### config.mk
export PLATFORM = sky130hd
export DESIGN_NAME = gpsr_front
export DESIGN_NICKNAME = d
export VERILOG_FILES = /design/src/rtl/core/gpsr_pkg.sv /design/src/rtl/core/gpsr_front.sv
export SDC_FILE = /design/constraint.sdc
export NUM_CORES = 1
export LEC_CHECK = 0
export BUFFER_PORTS_ARGS = -buffer_cell sky130_fd_sc_hd__buf_2
export CORE_MARGIN = 2
export CORE_UTILIZATION = 44
export DETAILED_ROUTE_END_ITERATION = 16
export PLACE_DENSITY = 0.69
export SYNTH_ARGS = -nofsm -noshare
export SYNTH_HDL_FRONTEND = slang
export SYNTH_SLANG_ARGS = --single-unit
### constraint.sdc
create_clock -name clk -period 4.65 [get_ports clk]
set_input_delay 0.6975 -clock clk [delete_from_list [all_inputs] [get_ports clk]]
set_output_delay 0.6975 -clock clk [all_outputs]
set_load 0.01 [all_outputs]
### src/rtl/core/gpsr_pkg.sv
// ----------------------------------------------------------------------------
// gpsr_pkg
// Shared widths, register indexes, cell tags and the count clamp helper for the grid path
// sum range check.
// ----------------------------------------------------------------------------
package gpsr_pkg;

    // Field and sum widths.
    localparam int CELL_W    = 16;
    localparam int SUM_W     = 32;
    localparam int CNT_REG_W = 11;
    localparam int CFG_IDX_W = 8;
    localparam int IN_W      = 16;
    localparam int OUT_W     = 72;

    // Default grid limits.
    localparam int DEF_MAX_ROWS = 1024;
    localparam int DEF_MAX_COLS = 1024;

    // Configuration register indexes.
    typedef enum logic [CFG_IDX_W-1:0] {
        REG_ROW_COUNT = 8'd0,
        REG_COL_COUNT = 8'd1
    } cfg_reg_t;

    // Position tags that travel with a cell into the sum stage.
    typedef struct packed {
        logic first_row;
        logic first_col;
        logic last_cell;
    } cell_tag_t;

    // A count of zero acts as one, a count above the limit acts as the limit.
    function automatic int clamp_count(input logic [CNT_REG_W-1:0] raw, input int limit);
        int value;
        value = int'(raw);
        if (value == 0)
        begin
            return 1;
        end
        if (value > limit)
        begin
            return limit;
        end
        return value;
    endfunction

endpackage

### src/rtl/core/gpsr_front.sv
// ----------------------------------------------------------------------------
// gpsr_front
// Configuration registers, grid position tracking and the input register.
// Issues the row buffer read for each accepted cell.
// ----------------------------------------------------------------------------
module gpsr_front #(
    parameter int MAX_ROWS = gpsr_pkg::DEF_MAX_ROWS,
    parameter int MAX_COLS = gpsr_pkg::DEF_MAX_COLS,
    parameter int COL_AW   = 10
) (
    input  logic                              clk,
    input  logic                              rst_n,
    input  logic                              cfg_valid,
    output logic                              cfg_ready,
    input  logic [gpsr_pkg::CFG_IDX_W-1:0]    cfg_index,
    input  logic [gpsr_pkg::CNT_REG_W-1:0]    cfg_data,
    input  logic                              s_tvalid,
    output logic                              s_tready,
    input  logic [gpsr_pkg::CELL_W-1:0]       cell_value,
    input  logic                              stg_advance,
    output logic                              stg_valid,
    output logic [gpsr_pkg::CELL_W-1:0]       stg_value,
    output gpsr_pkg::cell_tag_t               stg_tag,
    output logic [COL_AW-1:0]                 stg_col,
    output logic                              rd_en,
    output logic [COL_AW-1:0]                 rd_addr,
    output logic                              length_even
);

    localparam int ROW_CW = $clog2(MAX_ROWS + 1);
    localparam int COL_CW = $clog2(MAX_COLS + 1);

    logic [ROW_CW-1:0] row_eff_reg, row_eff_next;
    logic [COL_CW-1:0] col_eff_reg, col_eff_next;
    logic              even_reg, even_next;
    logic [ROW_CW-1:0] row_pos_reg, row_pos_next;
    logic [COL_CW-1:0] col_pos_reg, col_pos_next;

    logic                      stg_valid_reg;
    logic [gpsr_pkg::CELL_W-1:0] stg_value_reg;
    gpsr_pkg::cell_tag_t       stg_tag_reg;
    logic [COL_AW-1:0]         stg_col_reg;

    logic                accept;
    logic                cfg_write;
    logic                col_last;
    logic                row_last;
    gpsr_pkg::cell_tag_t tag_now;

    assign cfg_ready = 1'b1;
    assign cfg_write = cfg_valid;
    assign s_tready  = !stg_valid_reg || stg_advance;
    assign accept    = s_tvalid && s_tready;

    assign col_last = (col_pos_reg == (col_eff_reg - 1'b1));
    assign row_last = (row_pos_reg == (row_eff_reg - 1'b1));

    always_comb
    begin
        tag_now.first_row = (row_pos_reg == '0);
        tag_now.first_col = (col_pos_reg == '0);
        tag_now.last_cell = col_last && row_last;
    end

    // Clamped grid size and path length parity, updated on register writes.
    always_comb
    begin
        row_eff_next = row_eff_reg;
        col_eff_next = col_eff_reg;
        if (cfg_write)
        begin
            case (cfg_index)
                gpsr_pkg::REG_ROW_COUNT:
                begin
                    row_eff_next = ROW_CW'(gpsr_pkg::clamp_count(cfg_data, MAX_ROWS));
                end
                gpsr_pkg::REG_COL_COUNT:
                begin
                    col_eff_next = COL_CW'(gpsr_pkg::clamp_count(cfg_data, MAX_COLS));
                end
                default:
                begin
                    row_eff_next = row_eff_reg;
                end
            endcase
        end
        // Rows plus columns minus one is even when the two counts differ in parity.
        even_next = row_eff_next[0] ^ col_eff_next[0];
    end

    // Position of the next cell; any register write restarts the grid.
    always_comb
    begin
        row_pos_next = row_pos_reg;
        col_pos_next = col_pos_reg;
        if (cfg_write)
        begin
            row_pos_next = '0;
            col_pos_next = '0;
        end
        else if (accept)
        begin
            if (col_last)
            begin
                col_pos_next = '0;
                row_pos_next = row_last ? '0 : (row_pos_reg + 1'b1);
            end
            else
            begin
                col_pos_next = col_pos_reg + 1'b1;
            end
        end
    end

    always_ff @(posedge clk or negedge rst_n)
    begin
        if (!rst_n)
        begin
            row_eff_reg   <= ROW_CW'(1);
            col_eff_reg   <= COL_CW'(1);
            even_reg      <= 1'b0;
            row_pos_reg   <= '0;
            col_pos_reg   <= '0;
            stg_valid_reg <= 1'b0;
        end
        else
        begin
            row_eff_reg <= row_eff_next;
            col_eff_reg <= col_eff_next;
            even_reg    <= even_next;
            row_pos_reg <= row_pos_next;
            col_pos_reg <= col_pos_next;
            if (accept)
            begin
                stg_valid_reg <= 1'b1;
            end
            else if (stg_advance)
            begin
                stg_valid_reg <= 1'b0;
            end
        end
    end

    // Input register payload.
    always_ff @(posedge clk)
    begin
        if (accept)
        begin
            stg_value_reg <= cell_value;
            stg_tag_reg   <= tag_now;
            stg_col_reg   <= col_pos_reg[COL_AW-1:0];
        end
    end

    assign rd_en       = accept;
    assign rd_addr     = col_pos_reg[COL_AW-1:0];
    assign stg_valid   = stg_valid_reg;
    assign stg_value   = stg_value_reg;
    assign stg_tag     = stg_tag_reg;
    assign stg_col     = stg_col_reg;
    assign length_even = even_reg;

    // The tracked position always lies inside the configured grid.
    a_col_in_grid: assert property (@(posedge clk) disable iff (!rst_n)
        col_pos_reg < col_eff_reg)
        else $error("column position outside the grid");

    a_row_in_grid: assert property (@(posedge clk) disable iff (!rst_n)
        row_pos_reg < row_eff_reg)
        else $error("row position outside the grid");

endmodule

# After elaboration in Yosys (flattened, before gate mapping)
# Cells that the tools add are included.
totals:
  inputBits: 40
  elab_cells: 67
  out_inout_bits: 44
  register_bits: 75
classes:
  eq_ne: 3
  n_addsub: 4
  n_lt_le_gt_ge: 1
  bitwise_logic: 1
  n_mux: 31
  reduce_logical: 14
op_table:
  columns: ["cell", "n"]
  rows:
  - ["2-to-1 mux 11 bit", 12]
  - ["logical NOT 11 bit", 3]
  - ["adder 11 x 1 -> 11 bit (second input constant)", 2]
  - ["equality test 11 bit", 2]
  - ["subtractor 11 x 1 -> 11 bit (second input constant)", 2]
  - ["2-to-1 mux 1 bit", 19]
  - ["greater-than comparator 11 bit (second input constant)", 1]
  - ["equality test 8 x 1 -> 1 bit (second input constant)", 1]
  - ["logical NOT 8 bit", 1]
  - ["AND reduction 2 bit", 3]
  - ["nonzero test 2 bit", 3]
  - ["logical AND 1 bit", 2]
  - ["logical NOT 1 bit", 1]
  - ["logical OR 1 bit", 1]
  - ["bitwise XOR 1 bit", 1]

# Depth between registers and ports, before layout
depth:
  depth_word: 12
  mapped_depth: 11
  depth_no_buf: 9

# Worst setup path before layout
# Ideal clock, no wire load.
synth_path:
  path_type: "reg-to-reg"
  start: "register col_eff_reg[0]"
  end: "register row_pos_reg[0]"
  setup_time_ps: 77
  slack_ps: 1628
  t_required_ps: 4573
  arrival_ps: 2945
  period_less_slack_ps: 3022
  stages_incl_launch_ff: 11
  cell_sequence: "dfstp_2 inv_1 ha_1 xor2_2 nand2_1 or4b_1 a211o_1 or3_1 buf_2 or4_1 a21oi_1"
synth_between:
  elab_chain_cells: 4
synth_lines:
  columns: ["element", "line_no", "rtl"]
  rows:
  - ["from (decl)", "gpsr_front.sv:34", "logic [COL_CW-1:0] col_eff_reg, col_eff_next;"]
  - ["from (signal assigned)", "gpsr_front.sv:129", "col_eff_reg <= col_eff_next;"]
  - ["subtractor 11 x 1 -> 11 bit", "gpsr_front.sv:55", "assign col_last = (col_pos_reg == (col_eff_reg - 1'b1));"]
  - ["equality test 11 bit", "gpsr_front.sv:55", null]
  - ["nonzero test 2 bit (no line)", null, null]
  - ["AND reduction 2 bit (no line)", null, null]
  - ["to (signal assigned)", "gpsr_front.sv:131", "row_pos_reg <= row_pos_next;"]
  - ["to (decl)", "gpsr_front.sv:36", "logic [ROW_CW-1:0] row_pos_reg, row_pos_next;"]
# Every way passes these cells.
# A chain may end at the register's enable or synchronous reset.

# Final worst setup path
layout_path:
  start: "register col_eff_reg[0]"
  end: "register row_pos_reg[8]"
# The elaborated chain is that of the path after synthesis.

==> reports/results.ini <==
[outcome]
status = completed

[sta]
holdWs_ps = 510
fmax_ghz = 0.303
rsz0062_at_grt = no
setup_viol = 0
period_share = 0.710
setup_ws_ps = 1350
tns_ps = 0
maxSlewViolCount = 0
timing.slew.headroom = 0.301
min_period_ps = 3300
tightest_slew_ps = 1050
skew_ps = 11.5
hold_viol = 0

[clock_network]
cts.sinks = 75
htree_levels = 3
cts-root-buf = clkbuf_8
cts_resized = 0
cts_tree = yes
clk_latency_ps = 360
cts_buffers = 9
hold_buffers = 0
post_cts_buffers = 0
clockBufferDepth = 2
clk_pin_slew_worst_paths_ps = 80

[drt]
post_drt_wl_per_cell_um = 15.3
drcViolationCount = 0
wirelength_um = 9130
ant_nets = 0
vias = 3236
dr.pass1.iters = 4
dr.first_iter.drc_count = 135
routed_via_density = 5.42

[setup_path]
end_kind = register
crit_type = reg -> reg
required_ps = 4910
startpoint_type = register
crit_fanout = 9
arrival_ps = 3560

[layout]
largest_reg_flops = 16
fin_cells = 597
drive_gt1_frac = 0.259
n_fill_cell = 876
area_delta_synth_final_pct = 13.7
seqCellArea_mm2 = 0.00202
multiInputGateArea_mm2 = 0.00186
diodes = 0
postLayoutCoreUtil = 0.517
nNetsFinal = 509

[floorplan]
pin_count = 84
die_x_um = 102
fp.dieArea_mm2 = 0.0104
start_util = 0.455
core_area_mm2 = 0.00928
row_count = 35
die_h_um = 102

[yosys]
synth_area_per_cell_um2 = 10.5
syn_inst = 402
synth.distinct_cells = 69
seq_area_frac_synth = 0.480
ys.warnings.count = 0
synthesis.area_mm2 = 0.00422
synth_nets = 448
synth_edf_count = 29
ys_async_sr_fraction = 0.613
ys_seq_elements = 75
synth-main-ff-cell = dfrtp_1

[power_and_ir_drop]
power_density_mw_per_mm2 = 301
p_leak_nw = 1.99
vdd_ir_drop_max_uv = 119

[placed_design]
hpwl_um = 6740
dp_slack_ps = 1330
dp.cells = 581
numPortBuffers = 82
gp_congestion = 0.862

[hold_path]
hp-class = in -> reg

[job]
cap_violations = 0

[global_route]
grt_pass1_vias = 3033
gr-total-overflow = 0
antenna_found_initial = 0
grt_max_degree = 47
track_usage = 0.182
grt_pass1_wl_um = 14800

## layout by cell type, fill, tap and decap left out, types with 3 or more instances in the layout
| master | Yosys | final |
|---|---|---|
| a21oi_1 | 8 | 8 |
| o21ai_0 | 24 | 24 |
| nand4_1 | 4 | 4 |
| ha_1 | 6 | 6 |
| and3_1 | 9 | 9 |
| o31ai_1 | 10 | 10 |
| nor4_1 | 6 | 6 |
| nor2b_1 | 3 | 3 |
| clkbuf_8 | 4 | 10 |
| mux2_2 | 3 | 3 |
| a2111oi_0 | 3 | 3 |
| nand2_1 | 23 | 23 |
| mux2i_1 | 13 | 13 |
| nor3_1 | 7 | 7 |
| a22oi_1 | 5 | 5 |
| edfxtp_1 | 29 | 29 |
| xor2_1 | 10 | 10 |
| nor3b_1 | 4 | 4 |
| nor2_1 | 16 | 16 |
| buf_2 | 2 | 82 |
| nand2b_1 | 12 | 12 |
| a31oi_1 | 7 | 7 |
| dfrtp_1 | 44 | 44 |
| or4b_1 | 3 | 3 |
| or4_1 | 5 | 5 |
| xnor2_1 | 21 | 21 |
| a311oi_1 | 7 | 7 |
| inv_1 | 28 | 28 |
| and2_1 | 3 | 3 |
| nand3_1 | 15 | 15 |
## metrics by stage
stage / instance area (µm²) / power, mW
global route: 4800 / 1.51
finish: 4800 / 1.44
global placement: 4570 / 0.892
detailed placement: 4570 / 0.897
CTS: 4800 / 1.46
floorplan: 4220 / 0.839
## area by class of cell
type	count	share of cell area
multi-input cells	265	0.387
inverters	28	0.0219
well taps	129	0.0336
repair buffers	84	0.0886
clock buffers	10	0.0287
flip-flops and latches	75	0.422
clock inverters	6	0.0185
## critical path: stages, from the launching register on
cell and delay (ps):
dfstp_2 600, inv_1 80, ha_1 320, xor2_2 120
nand2_1 50, or4b_1 530, a211o_1 270, nor3_1 440
nand3_1 420, o31ai_1 360
## path summary, 6_finish.rpt
path | start | to | slack, ps | cells past startpoint
max | col_eff_reg[0] | row_pos_reg[8] | 1350 | 9
min | cell_value[3] | stg_value[3] | 510 | 1
max reg2reg | col_eff_reg[0] | row_pos_reg[8] | 1350 | 9
min reg2reg | col_eff_reg[10] | col_eff_reg[10] | 530 | 1
max in group asynchronous | rst_n | col_pos_reg[3] | 3470 | 1
min in group asynchronous | rst_n | row_eff_reg[8] | 530 | 1
## cell families (layout without fill, tap and decap cells)
logic type,count (synthesis),in the layout,share of synthesized area
adders and majority gates,6,6,0.0178
and+or+nand+nor,130,130,0.184
muxes,16,16,0.0388
xor gates and xnor gates,32,32,0.0682
other,1,1,0.000889
DFF,75,75,0.480
AOI/OAI and AO/OA,80,80,0.131
buffers and inverters,62,128,0.0803
## routing by layer
layer	part of all wire	up-vias	wire, µm	global-route usage
met1	0.46	1532	4180	0.247
met5	0	-	0	0
met4	0.020	0	185	0.0646
li1	-	1570	-	-
met3	0.071	18	646	0.0438
met2	0.45	116	4110	0.286
## power by group
| group | internal (mW) | total (mW) | switching [mW] | leakage (nW) |
|---|---|---|---|---|
| clock | 0.316 | 0.562 | 0.246 | 0.108 |
| combinational | 0.0604 | 0.143 | 0.0823 | 1.02 |
| sequential | 0.715 | 0.739 | 0.0244 | 0.860 |
| total | 1.09 | 1.44 | 0.353 | 1.99 |
## cells in the mapped netlist, types with 5 or more instances
master | count | area, µm²
xnor2_1 | 21 | 184
ha_1 | 6 | 75.1
a31oi_1 | 7 | 43.8
inv_1 | 28 | 105
nor2_1 | 16 | 60.1
a22oi_1 | 5 | 37.5
mux2i_1 | 13 | 130
nand2_1 | 23 | 86.3
nand2b_1 | 12 | 75.1
nor3_1 | 7 | 35.0
nor4_1 | 6 | 37.5
xor2_1 | 10 | 87.6
buf_4 | 11 | 82.6
and3_1 | 9 | 56.3
a311oi_1 | 7 | 61.3
nand3_1 | 15 | 75.1
a21oi_1 | 8 | 40.0
or4_1 | 5 | 37.5
clkbuf_1 | 11 | 41.3
o21ai_0 | 24 | 120
edfxtp_1 | 29 | 871
dfrtp_1 | 44 | 1100
o31ai_1 | 10 | 75.1
Power figures use the tool's default switching activity.
