`src/rtl/core/gpsr_pkg.sv`:
```
// ----------------------------------------------------------------------------
// gpsr_pkg
// Shared widths, register indexes, cell tags and the count clamp helper for the grid path
// sum range check.
// ----------------------------------------------------------------------------
package gpsr_pkg;

    // Field and sum widths.
    localparam int CELL_W    = 16;
    localparam int SUM_W     = 32;
    localparam int CNT_REG_W = 11;
    localparam int CFG_IDX_W = 8;
    localparam int IN_W      = 16;
    localparam int OUT_W     = 72;

    // Default grid limits.
    localparam int DEF_MAX_ROWS = 1024;
    localparam int DEF_MAX_COLS = 1024;

    // Configuration register indexes.
    typedef enum logic [CFG_IDX_W-1:0] {
        REG_ROW_COUNT = 8'd0,
        REG_COL_COUNT = 8'd1
    } cfg_reg_t;

    // Position tags that travel with a cell into the sum stage.
    typedef struct packed {
        logic first_row;
        logic first_col;
        logic last_cell;
    } cell_tag_t;

    // A count of zero acts as one, a count above the limit acts as the limit.
    function automatic int clamp_count(input logic [CNT_REG_W-1:0] raw, input int limit);
        int value;
        value = int'(raw);
        if (value == 0)
        begin
            return 1;
        end
        if (value > limit)
        begin
            return limit;
        end
        return value;
    endfunction

endpackage

```
`src/rtl/core/gpsr_sum_stage.sv`:
```
// ----------------------------------------------------------------------------
// gpsr_sum_stage
// One add and compare per sum: combines the upper and left path sums with the
// cell value, keeps the left neighbour, and holds the result register.
// ----------------------------------------------------------------------------
module gpsr_sum_stage (
    input  logic                            clk,
    input  logic                            rst_n,
    input  logic                            stg_valid,
    input  logic [gpsr_pkg::CELL_W-1:0]     stg_value,
    input  gpsr_pkg::cell_tag_t             stg_tag,
    input  logic [2*gpsr_pkg::SUM_W-1:0]    upper_data,
    input  logic                            length_even,
    output logic                            stg_advance,
    output logic [2*gpsr_pkg::SUM_W-1:0]    wr_data,
    output logic                            m_tvalid,
    input  logic                            m_tready,
    output logic [gpsr_pkg::OUT_W-1:0]      m_tdata
);

    localparam int SW = gpsr_pkg::SUM_W;

    logic signed [SW-1:0] left_max_reg, left_min_reg;
    logic signed [SW-1:0] up_max, up_min;
    logic signed [SW-1:0] base_max, base_min;
    logic signed [SW-1:0] cell_ext;
    logic signed [SW-1:0] sum_max, sum_min;

    logic                 out_valid_reg;
    logic signed [SW-1:0] out_max_reg, out_min_reg;
    logic                 out_even_reg;
    logic                 out_zero_reg;
    logic                 zero_next;
    logic                 load_out;

    assign up_max   = upper_data[SW-1:0];
    assign up_min   = upper_data[2*SW-1:SW];
    assign cell_ext = {{(SW - gpsr_pkg::CELL_W){stg_value[gpsr_pkg::CELL_W-1]}}, stg_value};

    // Pick the best predecessor for each sum.
    always_comb
    begin
        if (stg_tag.first_row && stg_tag.first_col)
        begin
            base_max = '0;
            base_min = '0;
        end
        else if (stg_tag.first_row)
        begin
            base_max = left_max_reg;
            base_min = left_min_reg;
        end
        else if (stg_tag.first_col)
        begin
            base_max = up_max;
            base_min = up_min;
        end
        else
        begin
            base_max = (up_max > left_max_reg) ? up_max : left_max_reg;
            base_min = (up_min < left_min_reg) ? up_min : left_min_reg;
        end
        sum_max = base_max + cell_ext;
        sum_min = base_min + cell_ext;
    end

    // A cell moves on unless it is the last one and the result is still waiting.
    assign stg_advance = stg_valid && (!stg_tag.last_cell || !out_valid_reg || m_tready);
    assign load_out    = stg_advance && stg_tag.last_cell;
    assign wr_data     = {sum_min, sum_max};
    assign zero_next   = length_even && ((sum_min[SW-1]) || (sum_min == '0)) && !sum_max[SW-1];

    // Left neighbour sums.
    always_ff @(posedge clk or negedge rst_n)
    begin
        if (!rst_n)
        begin
            left_max_reg <= '0;
            left_min_reg <= '0;
        end
        else if (stg_advance)
        begin
            left_max_reg <= sum_max;
            left_min_reg <= sum_min;
        end
    end

    // Result register valid.
    always_ff @(posedge clk or negedge rst_n)
    begin
        if (!rst_n)
        begin
            out_valid_reg <= 1'b0;
        end
        else if (load_out)
        begin
            out_valid_reg <= 1'b1;
        end
        else if (m_tready)
        begin
            out_valid_reg <= 1'b0;
        end
    end

    // Result register payload.
    always_ff @(posedge clk)
    begin
        if (load_out)
        begin
            out_max_reg  <= sum_max;
            out_min_reg  <= sum_min;
            out_even_reg <= length_even;
            out_zero_reg <= zero_next;
        end
    end

    assign m_tvalid = out_valid_reg;
    assign m_tdata  = {{(gpsr_pkg::OUT_W - 2*SW - 2){1'b0}},
                       out_zero_reg, out_even_reg, out_min_reg, out_max_reg};

    // The maximum path sum never lies below the minimum.
    a_max_ge_min: assert property (@(posedge clk) disable iff (!rst_n)
        out_valid_reg |-> (out_max_reg >= out_min_reg))
        else $error("maximum path sum below minimum");

    // A zero-sum verdict needs an even path length.
    a_zero_even: assert property (@(posedge clk) disable iff (!rst_n)
        (out_valid_reg && out_zero_reg) |-> out_even_reg)
        else $error("zero-sum verdict with odd path length");

    // A new result comes only from the last cell of a grid.
    a_result_from_last: assert property (@(posedge clk) disable iff (!rst_n)
        $rose(out_valid_reg) |-> $past(stg_valid && stg_tag.last_cell))
        else $error("result loaded from a cell that is not the last");

endmodule

```
`config.mk`:
```
export PLATFORM = sky130hd
export DESIGN_NAME = gpsr_sum_stage
export DESIGN_NICKNAME = d
export VERILOG_FILES = /design/src/rtl/core/gpsr_pkg.sv /design/src/rtl/core/gpsr_sum_stage.sv
export SDC_FILE = /design/constraint.sdc
export NUM_CORES = 1
export LEC_CHECK = 0
export BUFFER_PORTS_ARGS = -buffer_cell sky130_fd_sc_hd__buf_4
export CORE_MARGIN = 3
export CORE_UTILIZATION = 30
export CTS_CLUSTER_SIZE = 25
export DETAILED_ROUTE_END_ITERATION = 10
export GPL_TIMING_DRIVEN = 0
export HOLD_SLACK_MARGIN = 0.1
export SYNTH_ARGS = -nofsm -noshare
export SYNTH_HDL_FRONTEND = slang
export SYNTH_SLANG_ARGS = --single-unit
```
`constraint.sdc`:
```
create_clock -name clk -period 15.43 [get_ports clk]
set_clock_uncertainty 0.15 [all_clocks]
set_input_delay 3.086 -clock clk [delete_from_list [all_inputs] [get_ports clk]]
set_output_delay 3.086 -clock clk [all_outputs]
set_load 0.1 [all_outputs]
```
-- Yosys cells after proc, flatten, opt, wreduce, memory -nomap -nowiden
Cells that the tools add are included.
- add/sub/neg operators: 2
- order comparisons: 2
- mux-type cells: 10
- reduce and logical (&&, ||, !) cells: 13
- operator list (kind ; count):
    2-to-1 mux 32 bit ; 8
    adder 32 x 16 -> 32 bit ; 2
    greater-than comparator 32 bit ; 1
    logical NOT 32 bit ; 1
    less-than comparator 32 bit ; 1
    logical AND 1 bit ; 5
    logical NOT 1 bit ; 3
    logical OR 1 bit ; 3
    2-to-1 mux 1 bit ; 2
    nonzero test 2 bit ; 1
- register bits after elaboration: 131
- bits of input ports: 88
- output and inout port bits: 138
- word-level logic and storage cells: 34

-- Depth between registers and ports, before layout
- depth after elaboration: 10
- depth in mapped cells: 27
- gate-level depth less buffers: 26

-- Worst setup path before layout
Ideal clock, no wire load.
- kind: input port to output port
- from: input port upper_data[55] in the netlist's numbering
- to: output port wr_data[62] in the netlist's numbering
- arrival: 9.019 ns
- setup slack: 3.175 ns
- cell stages on the path: 21
- buffers on the path: 1
- cells stage by stage: ha_1 -> a21oi_1 -> a311o_1 -> nor2_1 -> a2111o_1 -> a31oi_1 -> xnor2_1 -> nor2_1 -> nor2_1 -> clkbuf_1 -> o21ai_0 -> ha_1 -> fa_1 -> a21o_1 -> nand4_1 -> a211oi_1 -> or4_4 -> o21ai_1 -> nand3_1 -> o31a_1 -> o211ai_1
- word-level cells in the longest chain between the ends: 6
- RTL lines (item ; RTL line ; source):
    from (decl) ; gpsr_sum_stage.sv:12 ; input logic [2*gpsr_pkg::SUM_W-1:0] upper_data,
    less-than comparator 32 bit ; gpsr_sum_stage.sv:61 ; base_min = (up_min < left_min_reg) ? up_min : left_min_reg;
    2-to-1 mux 32 bit ; gpsr_sum_stage.sv:61 ;
    2-to-1 mux 32 bit (*) ; gpsr_sum_stage.sv:53 ; else if (stg_tag.first_col)
    2-to-1 mux 32 bit (*) ; gpsr_sum_stage.sv:48 ; else if (stg_tag.first_row)
    2-to-1 mux 32 bit (*) ; gpsr_sum_stage.sv:43 ; if (stg_tag.first_row && stg_tag.first_col)
    adder 32 x 16 -> 32 bit (*) ; gpsr_sum_stage.sv:64 ; sum_min = base_min + cell_ext;
    to (decl) ; gpsr_sum_stage.sv:15 ; output logic [2*gpsr_pkg::SUM_W-1:0] wr_data,
Every way passes the cells marked *; elsewhere a longest branch is shown, timed or not.

-- Worst setup path in the final report
- from: input port upper_data[55] in the netlist's numbering
- to: output port wr_data[60] in the netlist's numbering
Same word-level chain as after synthesis.

==> impl.org <==
** Worst hold path
- Worst min-delay path endpoint :: left_min_reg[18]$_DFFE_PN0P_
- The worst hold path belongs to the class reg -> reg.
- The worst hold path passes through 2 cells.
- The worst hold path begins at left_min_reg[18]$_DFFE_PN0P_.

** CTS
- Root Buffer :: clkbuf_16
- Counting every sink on the clock net gives 131.
- Clock latency on the worst-skew pair :: 0.44 ns
- Maximum buffer depth of the clock tree :: 2
- Post-CTS sizing :: 0
- H-tree depth :: 4
- Clock transition at path regs :: 0.06 ns
- Clock tree synthesis inserted a total of 17 buffers.
- Buffers added to address setup during post-CTS repair amount to 0.
- Clock tree from TritonCTS :: built
- CTS Hold Bufs :: 0

** Route
- The routed layout has 9067 vias.
- Vias per std cell :: 5.054
- Routed length per placed instance :: 18.07 um
- For this run, the detailed router's first-pass iteration total came to 5.
- Once detail routing completed, the nets flagged for antenna violations numbered 0.
- DRC Markers :: 0
- After detailed routing, the total wire length is 32420 um.
- DR iter-0 viols :: 500

** Worst setup path
- The endpoint identified for the worst register-to-register timing path is out_zero_reg$_DFFE_PP_.
- Counting cells, the worst reg-to-reg path comes to 26.
- Required time reported for the critical path endpoint :: 12.19 ns
- On the critical path, the stage with the largest delay is an instance of or4_4.
- On the worst path, the slowest cell contributes a delay of 0.52 ns.
- The worst register-to-register path begins at left_min_reg[23]$_DFFE_PN0P_.
- The worst setup path is launched from an input pin.
- The critical path in this run is classified as in -> out.
- Of all nets on the critical path, the largest fanout is 10.
- Cell-by-cell listing of the critical path :: buf_4 -> ha_1 -> a21oi_1 -> nand2_1 -> nor3_1 -> nor2_1 -> a2111o_1 -> a31oi_1 -> xnor2_1 -> nor2_1 -> nor2_1 -> clkbuf_1 -> o21ai_0 -> ha_1 -> fa_1 -> a21o_1 -> nand4_1 -> a211oi_1 -> or4_4 -> o21ai_1 -> nand3_1 -> o31a_1 -> o311ai_2 -> buf_4
- Cell seen most often among critical-path stages :: nor2_1
- Arrival time of the worst setup path :: 9.48 ns
- Endpoint kind of the worst setup timing path :: output pin
- R2r setup slk :: 8.11 ns
- Critical Path Start :: upper_data[55]

** Run status
- Status :: finished, final reports clean

** Synth
- Summing every instance area after synthesis gives 9976 sq um.
- #FFs+latches synth :: 131
- The netlist uses 65 different library cells.
- Mean post-synth cell area :: 9.127 sq um
- The Yosys step of the flow raised 0 warnings.
- The synthesized design contains 66 enable-type register cells.
- Summing the sequential cell areas from Yosys gives 36.17% of the chip area.
- Area share of the largest cell type after synthesis :: 19.87%
- Async SR Flop Fraction :: 49.62%
- Top cell type by total area after synthesis :: edfxtp_1
- Cells after synthesis :: 1093
- Most instantiated flip-flop cell in the synthesis netlist :: edfxtp_1
- Yosys attributes the largest share of cell area to edfxtp_1, dfrtp_1, ha_1.

** Placement
- Once placement completed, the tool counted placed cells totaling 1760.
- Final estimated routing congestion in global placement :: 0.8801
- The HPWL after detailed placement is 25400 um.
- Number of buffer cells added on primary ports :: 219
- Post-Place Cell Area :: 12220 sq um

** Timing
- The hold violation total from the final report is 0.
- Unrepaired setup endpoints after global routing :: no
- Total count of max-transition violations in the final report :: 0
- Summed over all failing endpoints, the final setup total negative slack is 0 ns.
- Setup violations remaining at the end of the flow were counted as 0.
- For the pin with the worst max-slew slack, the measured transition is 0.9786 ns.
- Counting I/O delays and the setup requirement, the final critical path takes 12.71 ns.
- Highest Clock Rate :: 0.07867 GHz
- Final critical-path share of the clock period :: 82.38%
- The worst pin sits at a relative slew slack of 34.76%.

** Layout
- P&R area growth vs syn :: 28.95%
- After routing the design area is 12860 sq um.
- Post-route non-filler standard cell count :: 1794
- Counting the fill cells in the layout gives 3279.
- Net count, final :: 1552
- Leaving out fill and tap cells, the most frequent cell in the layout is buf_4.
- Most frequent cells in the layout :: buf_4, nand2_1, ha_1
- Ratio of cells with drive above 1 in the final layout :: 22.89%

** Global routing
- Global-route wire length before repair :: 49720 um
- Maximum number of pins on one net before global-route repair :: 66
- The via count of the first global-routing pass came to 9069.
- Grt total ovfl :: 0
- Initial antenna violation count :: 3
- Total routing resource utilization after global routing :: 18.11%

** Floorplanning
- Core Region :: 32620 sq um
- Die area :: 35480 sq um
- In this run the horizontal extent of the chip is 188.4 um.
- Chip Height :: 188.4 um
- Starting density of the core :: 30.58%
- The initialized floorplan defines 66 standard-cell rows.
- 226 I/O pins were placed.

** Run
- Across the run, the number of max-cap violations was 0.
## cells in the mapped netlist, types with 3 or more instances
| library cell | count |
|---|---|
| a21oi_1 | 67 |
| a31oi_1 | 9 |
| xor2_1 | 21 |
| nand4_1 | 19 |
| o21ai_1 | 4 |
| mux2_2 | 36 |
| a211oi_1 | 9 |
| nor2_1 | 82 |
| inv_1 | 83 |
| ha_1 | 125 |
| nand2_1 | 125 |
| a31o_2 | 3 |
| clkbuf_1 | 31 |
| nor2b_1 | 12 |
| edfxtp_1 | 66 |
| dfrtp_1 | 65 |
| nor3_1 | 16 |
| o31ai_1 | 31 |
| or3_1 | 4 |
| o21bai_1 | 4 |
| buf_1 | 3 |
| nor4_1 | 5 |
| and3_1 | 6 |
| a21o_1 | 30 |
| o211ai_1 | 7 |
| nand2b_1 | 12 |
| xnor2_1 | 35 |
| buf_4 | 8 |
| nand3_1 | 22 |
| o21a_1 | 8 |
| o21ai_0 | 93 |
| and2_1 | 5 |
## cell type report
class,count,area (sq um),area share [%]
Multi-Input combinational cell,842,5892,45.80
Sequential cell,131,3608,28.05
Timing Repair Buffer,220,1672,12.99
Tap cell,442,553.0,4.299
Clock buffer,19,452.9,3.521
Inverter,83,311.5,2.422
Buffer,42,187.7,1.459
Clock inverter,13,181.4,1.410
Antenna cell,2,5.005,0.03891
## logic make-up (layout without fill, tap and decap cells)
logic type                 count (synthesis)  in the layout  share of synthesized area, %
and+or+nand+nor                          317            317                         14.40
adders and majority gates                127            127                         16.08
xor gates and xnor gates                  56             56                         4.917
buffers and inverters                    125            377                         5.004
AOI/OAI and AO/OA                        298            298                         19.13
DFF                                      131            131                         36.17
muxes                                     38             38                         4.264
other                                      1              8                       0.03759
## metrics by stage
stage	hold slack [ns]	utilization [%]	worst slack, ns
2_1_floorplan	0.2998	-	3.175
3_3_place_gp	0.3186	37.38	2.772
3_5_place_dp	0.3239	37.48	2.712
4_1_cts	0.3372	39.42	2.681
5_1_grt	0.3627	39.44	2.311
6_report	0.3407	39.44	2.719
## metal layers
metal	global-route usage, %	routed length [um]
met5	0	13
met4	5.729	738
met3	4.521	2014
met2	30.60	15450
met1	22.82	14200
## worst max path at each step
stage | endpoint | cells after the start
2_1_floorplan | wr_data[62] | 21
3_3_place_gp | wr_data[60] | 23
3_5_place_dp | wr_data[60] | 23
4_1_cts | wr_data[60] | 23
5_1_grt | wr_data[60] | 24
6_report | wr_data[60] | 24
## critical path, delay by kind of cell
kind | cells | cell delay (ns)
AO/OA/AOI/OAI | 9 | 2.43
AND/OR/NAND/NOR | 8 | 1.82
adder cells (fa/ha/maj) | 3 | 1.00
buffers and inverters | 3 | 0.98
XOR/XNOR | 1 | 0.16
Power is not shown: default switching activity piles up to over one toggle a cycle in this logic, so the estimate is an artifact.
